$ cat src/design/tsremap_pkg.sv
// Shared types, constants and fake PSI tables for the transport stream PID remapper.
`default_nettype none
package tsremap_pkg;

	localparam int unsigned PACKET_WORDS = 47;
	localparam int unsigned POS_W        = 6;
	localparam int unsigned PID_W        = 13;
	localparam int unsigned REG_W        = 14;
	localparam int unsigned IDX_W        = 3;

	localparam logic [7:0]       SYNC_BYTE   = 8'h47;
	localparam logic [PID_W-1:0] PID_PAT     = 13'h0000;
	localparam logic [PID_W-1:0] PID_OUT_PCR = 13'h0021;
	localparam logic [PID_W-1:0] PID_OUT_VID = 13'h0030;
	localparam logic [PID_W-1:0] PID_OUT_AUD = 13'h0031;

	typedef enum logic [IDX_W-1:0] {
		REG_ENABLE    = 3'd0,
		REG_PMT_PID   = 3'd1,
		REG_PCR_PID   = 3'd2,
		REG_AUDIO_PID = 3'd3,
		REG_VIDEO_PID = 3'd4
	} reg_index_t;

	typedef enum logic [1:0] {
		ACT_DROP = 2'd0,
		ACT_PAT  = 2'd1,
		ACT_PMT  = 2'd2,
		ACT_PASS = 2'd3
	} action_t;

	// Fake PAT: one program 0x456 on PMT PID 0x20.
	localparam logic [31:0] PAT_W0 = 32'h47400010;
	localparam logic [31:0] PAT_W1 = 32'h0000800D;
	localparam logic [31:0] PAT_W2 = 32'h00040100;
	localparam logic [31:0] PAT_W3 = 32'h00045600;
	localparam logic [31:0] PAT_W4 = 32'h20000000;

	// Fake PMT on PID 0x20: video 0x30, audio 0x31, PCR PID in word 3.
	localparam logic [31:0] PMT_W0 = 32'h47402010;
	localparam logic [31:0] PMT_W1 = 32'h00028016;
	localparam logic [31:0] PMT_W2 = 32'h00040100;
	localparam logic [31:0] PMT_W4 = 32'h00020030;
	localparam logic [31:0] PMT_W5 = 32'h00000300;
	localparam logic [31:0] PMT_W6 = 32'h31000000;

	function automatic logic [31:0] fake_word(input action_t act, input logic [POS_W-1:0] idx,
			input logic pcr_is_video);
		logic [31:0] w;
		w = '0;
		if (act == ACT_PAT) begin
			case (idx)
				6'd0: w = PAT_W0;
				6'd1: w = PAT_W1;
				6'd2: w = PAT_W2;
				6'd3: w = PAT_W3;
				6'd4: w = PAT_W4;
				default: w = '0;
			endcase
		end else begin
			case (idx)
				6'd0: w = PMT_W0;
				6'd1: w = PMT_W1;
				6'd2: w = PMT_W2;
				6'd3: w = {11'd0, pcr_is_video ? PID_OUT_VID : PID_OUT_PCR, 8'd0};
				6'd4: w = PMT_W4;
				6'd5: w = PMT_W5;
				6'd6: w = PMT_W6;
				default: w = '0;
			endcase
		end
		return w;
	endfunction

endpackage
`default_nettype wire

$ cat src/design/ts_pid_remap_psi_replace.sv
// Transport stream PID remapper that swaps PAT/PMT for fixed fake tables.
//
//  channel | signals                                          | handshake
//  --------+--------------------------------------------------+-----------------------
//  in      | packet_word[31:0], start_of_packet               | in_valid / in_ready
//  out     | out_word[31:0], end_of_packet                    | out_valid / out_ready
//  config  | reg_index[2:0], write_data[13:0]                 | write_enable, no wait
//
// One word per cycle while no held result waits on out_ready; a result shows in the cycle after its request is taken.
// The word is decided by a short compare and select path into the output register.
// in_ready is low only while a held result waits on out_ready.
// Dropped words leave no result; reset clears the control state (not the output word) and the registers
// (enable off, every PID unset).
`default_nettype none
module ts_pid_remap_psi_replace
	import tsremap_pkg::*;
(
	input  wire logic             clk,
	input  wire logic             arst_n,
	input  wire logic             write_enable,
	input  wire logic [IDX_W-1:0] reg_index,
	input  wire logic [REG_W-1:0] write_data,
	input  wire logic             in_valid,
	output logic                  in_ready,
	input  wire logic [31:0]      packet_word,
	input  wire logic             start_of_packet,
	output logic                  out_valid,
	input  wire logic             out_ready,
	output logic [31:0]           out_word,
	output logic                  end_of_packet
);

	localparam logic [POS_W-1:0] LAST_POS = POS_W'(PACKET_WORDS - 1);
	localparam logic [POS_W-1:0] END_POS  = POS_W'(PACKET_WORDS);

	logic             enable_q;
	logic [REG_W-1:0] pmt_pid_q, pcr_pid_q, audio_pid_q, video_pid_q;
	logic [POS_W-1:0] pos_q;
	action_t          act_q;
	logic             out_valid_q;
	logic [31:0]      out_word_q;
	logic             eop_q;

	logic             accept;
	logic [PID_W-1:0] pid;
	logic             pusi;
	logic             cfg_ok;
	logic             pcr_is_video;
	logic             hit_pmt, hit_pcr, hit_video, hit_audio;
	action_t          new_act;
	logic [PID_W-1:0] new_pid;
	logic             res_valid;
	logic [31:0]      res_word;
	logic             res_eop;

	assign in_ready      = !out_valid_q || out_ready;
	assign accept        = in_valid && in_ready;
	assign out_valid     = out_valid_q;
	assign out_word      = out_word_q;
	assign end_of_packet = eop_q;

	assign pid          = packet_word[20:8];
	assign pusi         = packet_word[22];
	assign cfg_ok       = enable_q && !pcr_pid_q[REG_W-1] && !audio_pid_q[REG_W-1]
		&& !pmt_pid_q[REG_W-1];
	assign pcr_is_video = (pcr_pid_q == video_pid_q);
	assign hit_pmt      = !pmt_pid_q[REG_W-1] && (pmt_pid_q[PID_W-1:0] == pid);
	assign hit_pcr      = !pcr_pid_q[REG_W-1] && (pcr_pid_q[PID_W-1:0] == pid);
	assign hit_video    = !video_pid_q[REG_W-1] && (video_pid_q[PID_W-1:0] == pid);
	assign hit_audio    = !audio_pid_q[REG_W-1] && (audio_pid_q[PID_W-1:0] == pid);

	// classify the packet from its header word
	always_comb begin
		new_act = ACT_DROP;
		new_pid = PID_OUT_AUD;
		if (cfg_ok) begin
			if (pid == PID_PAT) begin
				new_act = pusi ? ACT_PAT : ACT_DROP;
			end else if (hit_pmt) begin
				new_act = pusi ? ACT_PMT : ACT_DROP;
			end else if (hit_pcr) begin
				new_act = ACT_PASS;
				new_pid = pcr_is_video ? PID_OUT_VID : PID_OUT_PCR;
			end else if (hit_video) begin
				new_act = ACT_PASS;
				new_pid = PID_OUT_VID;
			end else if (hit_audio) begin
				new_act = ACT_PASS;
				new_pid = PID_OUT_AUD;
			end
		end
	end

	always_comb begin
		res_eop = 1'b0;
		if (start_of_packet) begin
			res_valid = (new_act != ACT_DROP);
			if (new_act == ACT_PASS) begin
				// clear error and priority bits, keep PUSI
				res_word = {packet_word[31:24], 1'b0, pusi, 1'b0, new_pid, packet_word[7:0]};
			end else begin
				res_word = fake_word(new_act, '0, pcr_is_video);
			end
		end else begin
			res_valid = (act_q != ACT_DROP) && (pos_q < END_POS);
			res_word  = (act_q == ACT_PASS) ? packet_word : fake_word(act_q, pos_q, pcr_is_video);
			res_eop   = (pos_q == LAST_POS);
		end
	end

	always_ff @(posedge clk or negedge arst_n) begin
		if (!arst_n) begin
			enable_q    <= 1'b0;
			pmt_pid_q   <= '1;
			pcr_pid_q   <= '1;
			audio_pid_q <= '1;
			video_pid_q <= '1;
		end else if (write_enable) begin
			case (reg_index)
				REG_ENABLE:    enable_q    <= write_data[0];
				REG_PMT_PID:   pmt_pid_q   <= write_data;
				REG_PCR_PID:   pcr_pid_q   <= write_data;
				REG_AUDIO_PID: audio_pid_q <= write_data;
				REG_VIDEO_PID: video_pid_q <= write_data;
				default: ;
			endcase
		end
	end

	always_ff @(posedge clk or negedge arst_n) begin
		if (!arst_n) begin
			pos_q       <= '0;
			act_q       <= ACT_DROP;
			out_valid_q <= 1'b0;
		end else if (accept) begin
			out_valid_q <= res_valid;
			if (start_of_packet) begin
				act_q <= new_act;
				pos_q <= POS_W'(1);
			end else begin
				// saturate once past the last word
				if (pos_q < END_POS) begin
					pos_q <= pos_q + POS_W'(1);
				end
				if (res_valid && res_eop) begin
					act_q <= ACT_DROP;
				end
			end
		end else if (out_ready) begin
			out_valid_q <= 1'b0;
		end
	end

	always_ff @(posedge clk) begin
		if (accept) begin
			out_word_q <= res_word;
			eop_q      <= res_eop;
		end
	end

endmodule
`default_nettype wire

$ cat config.mk
export PLATFORM = sky130hd
export DESIGN_NAME = ts_pid_remap_psi_replace
export DESIGN_NICKNAME = d
export VERILOG_FILES = /design/src/design/tsremap_pkg.sv /design/src/design/ts_pid_remap_psi_replace.sv
export SDC_FILE = /design/constraint.sdc
export NUM_CORES = 1
export LEC_CHECK = 0
export BUFFER_PORTS_ARGS = -buffer_cell sky130_fd_sc_hd__buf_2
export CAP_MARGIN = 20
export CORE_ASPECT_RATIO = 0.5
export CORE_UTILIZATION = 56
export DETAILED_ROUTE_END_ITERATION = 10
export GPL_TIMING_DRIVEN = 0
export PLACE_DENSITY_LB_ADDON = 0.2
export SYNTH_ARGS = -nofsm -noshare
export SYNTH_HDL_FRONTEND = slang
export SYNTH_SLANG_ARGS = --single-unit
$ cat constraint.sdc
create_clock -name clk -period 3 [get_ports clk]
set_input_delay 0.15 -clock clk [delete_from_list [all_inputs] [get_ports clk]]
set_output_delay 0.15 -clock clk [all_outputs]
set_load 0.01 [all_outputs]
==> results.md, run 1 <==
- Syn Nets: 493
- Post-synth EDFFs: 33
- Worst EP arrival: 2640 ps
- DP HPWL: 8.35 mm
- Pleak: 2.51 nW
- Crit path cell chain: xor2_1 -> nor4_1 -> nand4_1 -> nand3_1 -> nand2_1 -> a22o_1
- Setup TNS: 0 ps
- Crit-path slowest cell: nor4_1
- Post-CTS Resized: 0
- DRT iter0 DRCs: 357
- Layout area overhead: 17.4%
- Chip height: 69.9 um
- Final Hold Vio Count: 0
- Placed cell areas: 5720 um2
- Req. time, crit path: 3100 ps
- Commonest cells in the netlist: mux2_2, dfstp_2, xor2_1, edfxtp_1, nor2_1
- CP max FO: 7
- # DRC: 0
- Share of flip-flops with an asynchronous set or reset: 66.7%
- Pwr dens: 668 nW/um2
- Top_reg_cell synth: dfstp_2
- Worst vdd ir: 319 uV
- Setup violations, final: 0
- Total gr overflow: 0
- Critical path class: register to register
- Critical Path End: out_word[24]$_DFFE_PP_
- Vias: 3,670
- Worst reg-to-reg path cell count: 6
- Via/cell ratio: 5.69
- Gp weighted congestion: 0.876
- Status: finished, final reports clean
- Worst-Margin Slew: 974 ps
- Startpoint Class: register
- Initial antenna violation count: 0
- Final nets: 582
- Max_cap viols: 0
- Crit path largest cell delay: 640 ps
- WL per Instance: 18.2 um
- # Post-CTS Setup Buffers: 0
- FF+latch count, synth: 99
- Worst reg2reg path startpoint: audio_pid_q[4]$_DFFE_PN1P_
- R2r endpoint: out_word[24]$_DFFE_PP_
- Post-Syn Area: 5160 um2
- Crit share post-route: 84.7%
- Ports: 90
- Unrepaired setup endpoints after global routing: no
- Cell taking the most area after synthesis: dfstp_2
- Largest cells by area after synthesis: dfstp_2, edfxtp_1, mux2_2, xor2_1, dfrtp_1
- CTS Buf Count: 9
- Worst hold stages: 2
- Syn avg cell area: 11.9 um2
- Sequential share of the synthesized area: 52.6%
- Final WL: 11.7 mm
- Top-count cell post-synth: mux2_2
- Worst-Skew Late Latency: 350 ps
- Post-route ant nets: 0
- Antenna diode count: 0
- Final setup margin: 460 ps
- R2R Setup Slk: 460 ps
- Max-Slew Margin vs Limit: 35.1%
- Global-route wire length before repair: 18.4 mm
- Die width: 138 um
- Clock buffer depth: 2
- Share of cells above drive strength 1: 42.6%
- Root Driver: clkbuf_16
- Core ar.: 8830 um2
- Min Clock Period, post-route: 2540 ps
- Clock Skews: 6.87 ps
- Pin count of the biggest net entering global routing: 67
- Clock Sinks: 99
- Die Area: 9630 um2
- Crit. Startpoint: audio_pid_q[4]$_DFFE_PN1P_
- Reg clk slew, reported paths: 70 ps
- Crit end category: register
- Synth Warn #: 0
- Drt pass-1 iters: 5
- Slew Limit Fails: 0
- Total GRT Usage: 26.0%
- # H-tree levels: 3
- Synth cell types: 50
- CTS tree: built
- Final Instance Area: 6060 um2
- Worst hold-check path type: input pin to register
- Site row count: 24
- Post-synth top area share: 28.5%
- Port buffer count: 76
- Vias in the first global route: 3,562
- Placement Setup Slack: 518 ps
- Fmax: 0.394 GHz
- Mapped Cells: 434
- Initial core utilization: 58.4%
[area by class of cell]
class / instances / area [um2]
Timing Repair Buffer: 78 / 420
Tap cell: 117 / 146
Fill cell: 665 / 2770
Clock buffer: 12 / 279
Buffer: 27 / 149
Inverter: 10 / 37.5
Clock inverter: 4 / 52.6
Sequential cell: 99 / 2710
Multi-Input combinational cell: 298 / 2260
[routing by layer]
metal | up-vias | wire, um | track usage [%] | share of wire, %
met5 | - | 0 | 0 | 0
met4 | 0 | 144 | 7.37 | 1.2
met3 | 14 | 783 | 6.32 | 6.7
met2 | 129 | 5300 | 39.9 | 45
met1 | 1809 | 5490 | 37.0 | 47
li1 | 1718 | - | - | -
[report_power, final]
group          switching [mW]  total, mW  internal [mW]
Sequential              0.176       1.93           1.76
Combinational           0.429      0.854          0.425
Clock                   0.507       1.26          0.753
[worst max-delay path, delay by kind of cell, from the launching register on]
kind	cells	cell delay (ps)
XOR/XNOR	1	60
AND/OR/NAND/NOR	4	1450
flip-flops	1	540
AO/OA/AOI/OAI	1	250
[logic make-up after synthesis]
group | share of synthesized area, %
buffers and inverters | 3.61
xor gates and xnor gates | 11.7
adders and majority gates | 0.970
muxes | 12.8
AOI/OAI and AO/OA | 6.79
DFF | 52.6
and+or+nand+nor | 11.5
[how the worst min path moves through the flow]
stage / startpoint / to
finish: packet_word[25] / out_word[25]$_DFFE_PP_
global route: packet_word[25] / out_word[25]$_DFFE_PP_
CTS: packet_word[25] / out_word[25]$_DFFE_PP_
detailed placement: arst_n / enable_q$_DFFE_PN0P_
global placement: packet_word[26] / out_word[26]$_DFFE_PP_
floorplan: arst_n / act_q[0]$_DFFE_PN0P_
[registers in the layout, summed over array words and instances (netlist names)]
register       flops
act_q              2
audio_pid_q       14
enable_q           1
end_of_packet      1
out_valid          1
out_word          32
pcr_pid_q         14
pmt_pid_q         14
pos_q              6
video_pid_q       14
[cells in the final DEF (no fill, tap or decap), drive strengths merged, types with 3 or more instances in the layout]
| cell type | instances |
|---|---|
| nand2b | 3 |
| nor3 | 3 |
| dfstp | 56 |
| and2 | 8 |
| buf | 93 |
| a31oi | 3 |
| ha | 4 |
| nor2b | 8 |
| a21o | 7 |
| mux2 | 57 |
| inv | 12 |
| xor2 | 53 |
| o22ai | 4 |
| nor2 | 28 |
| nand2 | 21 |
| dfrtp | 10 |
| clkbuf | 23 |
| nand4 | 9 |
| xnor2 | 16 |
| o21ai | 9 |
| nand3 | 7 |
| edfxtp | 33 |
| nor4 | 19 |
| a21oi | 10 |
[repair_timing]
item                                    in CTS  in global routing
endpoints found under the setup margin       0                  0
endpoints found under the hold margin       10                  0
hold buffers                                 1                  0
[metrics by stage]
stage,instances,util [%],total power [mW],hold slack [ps]
after floorplan,434,-,2.54,-146
after global placement,627,64.4,2.77,426
after detailed placement,628,64.8,2.80,306
after CTS,645,68.6,4.06,66.5
after global routing,645,68.6,4.23,74.0
final,645,68.6,4.05,76.5
No activity file was read; power rests on OpenSTA's default activity.
==> run 2, diff against run 1 <==
==> constraint.sdc (replaced) <==
create_clock -name clk -period 2.5 [get_ports clk]
set_input_delay 0.125 -clock clk [delete_from_list [all_inputs] [get_ports clk]]
set_output_delay 0.125 -clock clk [all_outputs]
set_load 0.01 [all_outputs]
==> results.md, run 2 (synthesis gave the netlist of run 1 again) <==
- Pleak: 2.51 nW
- Port buffer count: 76
- Crit end category: register
- CTS tree: built
- Site row count: 24
- Fmax: 0.411 GHz
- CP max FO: 7
- CTS Buf Count: 9
- Pwr dens: 800 nW/um2
- Clock Skews: 6.37 ps
- WL per Instance: 18.1 um
- Final nets: 583
- Setup violations, final: 0
- Total GRT Usage: 26.0%
- Ports: 90
- Fin cells: 646
- Vias: 3,714
- Unrepaired setup endpoints after global routing: no
- Worst vdd ir: 382 uV
- Worst-Skew Late Latency: 350 ps
- Number of placed cells counting well taps: 628
- Final Hold Vio Count: 0
- Post-route ant nets: 0
- Root Driver: clkbuf_16
- Startpoint Class: register
- Max reg flops: 32
- Initial antenna violation count: 0
- Crit path cell chain: xor2_1 -> nor4_1 -> nand4_1 -> nand3_1 -> nand2_1 -> a22o_1
- Req. time, crit path: 2600 ps
- Worst-Margin Slew: 910 ps
- Pin count of the biggest net entering global routing: 67
- Max-Slew Margin vs Limit: 38.5%
- Crit share post-route: 97.4%
- Total gr overflow: 0
- Commonest non-fill, non-tap cell in the layout: buf_2
- Chip height: 69.9 um
- Initial core utilization: 58.4%
- Fill count: 665
- Share of cells above drive strength 1: 43.1%
- Crit-path slowest cell: dfstp_2
- Commonest cells after routing, fill and taps aside: buf_2, mux2_2, dfstp_2
- Die width: 138 um
- Via/cell ratio: 5.75
- DP HPWL: 8.35 mm
- Global-route wire length before repair: 18.4 mm
- Worst reg-to-reg path cell count: 6
- Final WL: 11.7 mm
- Worst EP arrival: 2540 ps
- Clock Sinks: 99
- Slew Limit Fails: 0
- Die Area: 9630 um2
- Crit path largest cell delay: 560 ps
- Clock buffer depth: 2
- Min Clock Period, post-route: 2440 ps
- Total power: 4.86 mW
- Worst hold stages: 2
- Critical path class: register to register
- Max_cap viols: 0
- # DRC: 0
- Worst hold-check path type: input pin to register
- Layout area overhead: 17.7%
- # H-tree levels: 3
- Antenna diode count: 0
- Core ar.: 8830 um2
- Reg clk slew, reported paths: 70 ps
- Vias in the first global route: 3,562
- Drt pass-1 iters: 5
- Gp weighted congestion: 0.876
- Status: finished, final reports clean
- DRT iter0 DRCs: 320
-- run 2: cell count changes in the layout (fill, tap and decap cells not counted), sizes merged --
cell,before,now
buf,93,94
-- run 2: routing by layer --
layer / wire length, um / up-vias / GRT usage [%] / share of wire, %
met5: 0 / - / 0 / 0
met4: 153 / 0 / 7.37 / 1.3
met3: 793 / 17 / 6.32 / 6.8
met2: 5280 / 140 / 39.9 / 45
met1: 5440 / 1837 / 37.0 / 47
li1: - / 1720 / - / -
-- run 2: power breakdown --
part,internal (mW),switching (mW),total [mW]
clock,0.903,0.606,1.51
sequential,2.11,0.211,2.32
combinational,0.512,0.515,1.03
total,3.52,1.33,4.86
-- run 2: critical path: cells and delay by family, from the launching register on --
family,cells,cell delay [ps]
compound gates,1,250
xor+xnor,1,70
simple gates,4,1320
flops,1,560
-- run 2: layout make-up --
| class | count | area (um2) | share of cell area [%] |
|---|---|---|---|
| clock inverter | 4 | 52.6 | 0.865 |
| clock buffer | 12 | 279 | 4.59 |
| inverter | 10 | 37.5 | 0.618 |
| multi-input combinational | 298 | 2270 | 37.4 |
| sequential | 99 | 2710 | 44.7 |
| buffer | 27 | 149 | 2.45 |
| tap | 117 | 146 | 2.41 |
| timing repair buffer | 79 | 428 | 7.05 |
-- run 2: path summary, 6_finish.rpt --
kind | from | endpoint | slack (ps)
worst max register to register | pcr_pid_q[7]$_DFFE_PN1P_ | out_word[24]$_DFFE_PP_ | 60
worst min register to register | enable_q$_DFFE_PN0P_ | enable_q$_DFFE_PN0P_ | 510
worst min-delay path | packet_word[21] | out_word[21]$_SDFFCE_PP0P_ | 50
max in group asynchronous | arst_n | pos_q[2]$_DFFE_PN0P_ | 1540
min in group asynchronous | arst_n | act_q[1]$_DFFE_PN0P_ | 450
worst max-delay path | pcr_pid_q[7]$_DFFE_PN1P_ | out_word[24]$_DFFE_PP_ | 60
-- run 2: what timing repair did --
action,4_1_cts,5_1_grt
setup endpoints to repair,0,19
hold buffers,1,0
gates resized for setup,0,2
setup buffers,0,1
hold endpoints to repair,10,0
-- run 2: through the flow --
stage               util [%]  TNS, ps  instance area, um2  setup WS, ps  hold WS [ps]
finish                  68.8        0                6070          64.2          53.0
floorplan                  -        0                5160          24.3          -171
CTS                     68.6        0                6060          5.43          41.5
detailed placement      64.8        0                5720          18.1           281
global placement        64.4    -1110                5690          -434           401
global route            68.8        0                6070          27.5          49.0
==> run 3, diff against run 2 <==
--- a/config.mk
+++ b/config.mk
@@ -6,12 +6,12 @@
 export NUM_CORES = 1
 export LEC_CHECK = 0
 export BUFFER_PORTS_ARGS = -buffer_cell sky130_fd_sc_hd__buf_2
-export CAP_MARGIN = 20
 export CORE_ASPECT_RATIO = 0.5
-export CORE_UTILIZATION = 56
+export CORE_UTILIZATION = 51
 export DETAILED_ROUTE_END_ITERATION = 10
 export GPL_TIMING_DRIVEN = 0
 export PLACE_DENSITY_LB_ADDON = 0.2
+export RECOVER_POWER = 25
 export SYNTH_ARGS = -nofsm -noshare
 export SYNTH_HDL_FRONTEND = slang
 export SYNTH_SLANG_ARGS = --single-unit
==> constraint.sdc (replaced) <==
create_clock -name clk -period 2 [get_ports clk]
set_input_delay 0.1 -clock clk [delete_from_list [all_inputs] [get_ports clk]]
set_output_delay 0.1 -clock clk [all_outputs]
set_load 0.01 [all_outputs]
==> results.md, run 3 (synthesis gave the netlist of run 1 again) <==
- Via/cell ratio: 5.47
- Clock Sinks: 99
- CP max FO: 6
- Final WL: 12.3 mm
- DP HPWL: 8.47 mm
- # H-tree levels: 3
- Worst hold-check path type: input pin to register
- Req. time, crit path: 2080 ps
- Share of cells above drive strength 1: 42.2%
- Worst vdd ir: 462 uV
- Commonest cells after routing, fill and taps aside: buf_2, mux2_2, dfstp_2
- Fin cells: 673
- Startpoint Class: register
- Total GRT Usage: 24.8%
- WL per Instance: 18.2 um
- Port buffer count: 76
- Min Clock Period, post-route: 2150 ps
- Final nets: 592
- Flop pwr share: 48.8%
- Final setup margin: -155 ps
- Total power: 5.97 mW
- Worst-Skew Late Latency: 350 ps
- Crit end category: register
- Pleak: 2.47 nW
- Clock power frac: 28.2%
- Initial antenna violation count: 0
- Drt pass-1 iters: 4
- Chip height: 73.1 um
- Clock buffer depth: 2
- Fill count: 798
- Sw Pwr: 1.73 mW
- CTS tree: built
- Global-route wire length before repair: 19.0 mm
- Die Area: 10,500 um2
- # DRC: 0
- Placement Setup Slack: -592 ps
- Worst hold margin: 23.8 ps
- Worst-Margin Slew: 1580 ps
- Number of placed cells counting well taps: 645
- Final Hold Vio Count: 0
- Root Driver: clkbuf_16
- Layout area overhead: 20.7%
- Pwr dens: 959 nW/um2
- Pin count of the biggest net entering global routing: 67
- Site row count: 25
- Vias: 3,679
- Clock Skews: 5.65 ps
- Setup violations, final: 20
- Status: complete, but fails checks
- Gp weighted congestion: 0.891
- CTS Buf Count: 9
- Reg clk slew, reported paths: 70 ps
- Area of the multi-input gates: 2440 um2
- Ports: 90
- Max-Slew Margin vs Limit: -5.04%
- Worst EP arrival: 2240 ps
- Post-route ant nets: 0
- Max_cap viols: 1
- Pint: 4.25 mW
- Max reg flops: 32
- Total gr overflow: 0
- Crit path largest cell delay: 530 ps
- Gate power share: 23.0%
- Crit path cell chain: xor2_1 -> nor4_2 -> nand4_1 -> and4_1 -> buf_6 -> a21oi_4 -> o22ai_1
- Slew Limit Fails: 67
- Crit-path slowest cell: dfstp_2
- Unrepaired setup endpoints after global routing: yes
- Core ar.: 9630 um2
- Sequential Area: 2710 um2
- Die width: 144 um
- Antenna diode count: 0
- Vias in the first global route: 3,516
- DRT iter0 DRCs: 289
- Switching share of power: 28.9%
- Initial core utilization: 53.6%
- Setup TNS: -1980 ps
- Crit share post-route: 108%
- Fmax: 0.464 GHz
- Critical path class: register to register
- Failing checks: capacitance limit, slew limit, setup timing
run 3: cell types whose count changed in the layout (fill, tap and decap cells not counted), sizes merged:
cell,change
a21oi,+1
inv,-2
buf,-22
clkinv,+3
clkinvlp,+2
and2,+1
clkbuf,+26
run 3: layout make-up:
class	count	area share (%)
inverters	10	0.603
repair buffers	87	7.09
flip-flops and latches	99	43.6
well taps	135	2.71
multi-input cells	300	39.1
clock buffers	9	3.62
plain buffers	26	2.35
clock inverters	7	0.944
run 3: final timing paths:
check | from | to | cells past startpoint | slack (ps)
min reg2reg | enable_q$_DFFE_PN0P_ | enable_q$_DFFE_PN0P_ | 1 | 510
max | pmt_pid_q[2]$_DFFE_PN1P_ | out_word[2]$_DFFE_PP_ | 7 | -150
max reg2reg | pmt_pid_q[2]$_DFFE_PN1P_ | out_word[2]$_DFFE_PP_ | 7 | -150
min | packet_word[30] | out_word[30]$_DFFE_PP_ | 2 | 20
max in group asynchronous | arst_n | out_valid$_DFFE_PN0P_ | 2 | 380
min in group asynchronous | arst_n | enable_q$_DFFE_PN0P_ | 2 | 700
run 3: metrics by stage:
stage	area (um2)	util (%)
CTS	6180	64.1
global route	6230	64.6
detailed placement	5710	59.3
floorplan	5160	-
finish	6230	64.6
global placement	5710	59.3
run 3: critical path, delay by kind of cell, from the launching register on:
kind / cells / cell delay (ps)
buffers and inverters: 1 / 140
xor gates and xnor gates: 1 / 70
and+or+nand+nor: 3 / 800
AOI/OAI and AO/OA: 2 / 340
DFF: 1 / 530
run 3: power by group through the flow:
stage	clock network [mW]	registers, mW	logic (mW)
CTS	1.70	2.91	1.34
floorplan	0	2.90	0.904
global route	1.78	2.96	1.51
finish	1.69	2.91	1.37
global placement	0	2.92	1.24
detailed placement	0	2.94	1.26
run 3: layer usage:
metal	vias to the layer above	global-route usage [%]	share of wire, %	wire length, um
met5	-	0	0	0
met4	0	5.73	0.91	112
met3	12	6.76	6.0	731
met2	111	38.8	47	5720
met1	1822	34.7	47	5720
li1	1734	-	-	-
run 3: timing repair:
action                     4_1_cts  5_1_grt
setup endpoints to repair       23       24
pin swaps                       11        9
buffers inserted                 6        4
resized for setup               16       12
gates cloned                     2        0
hold endpoints to repair        10        0
hold buffers                     1        0
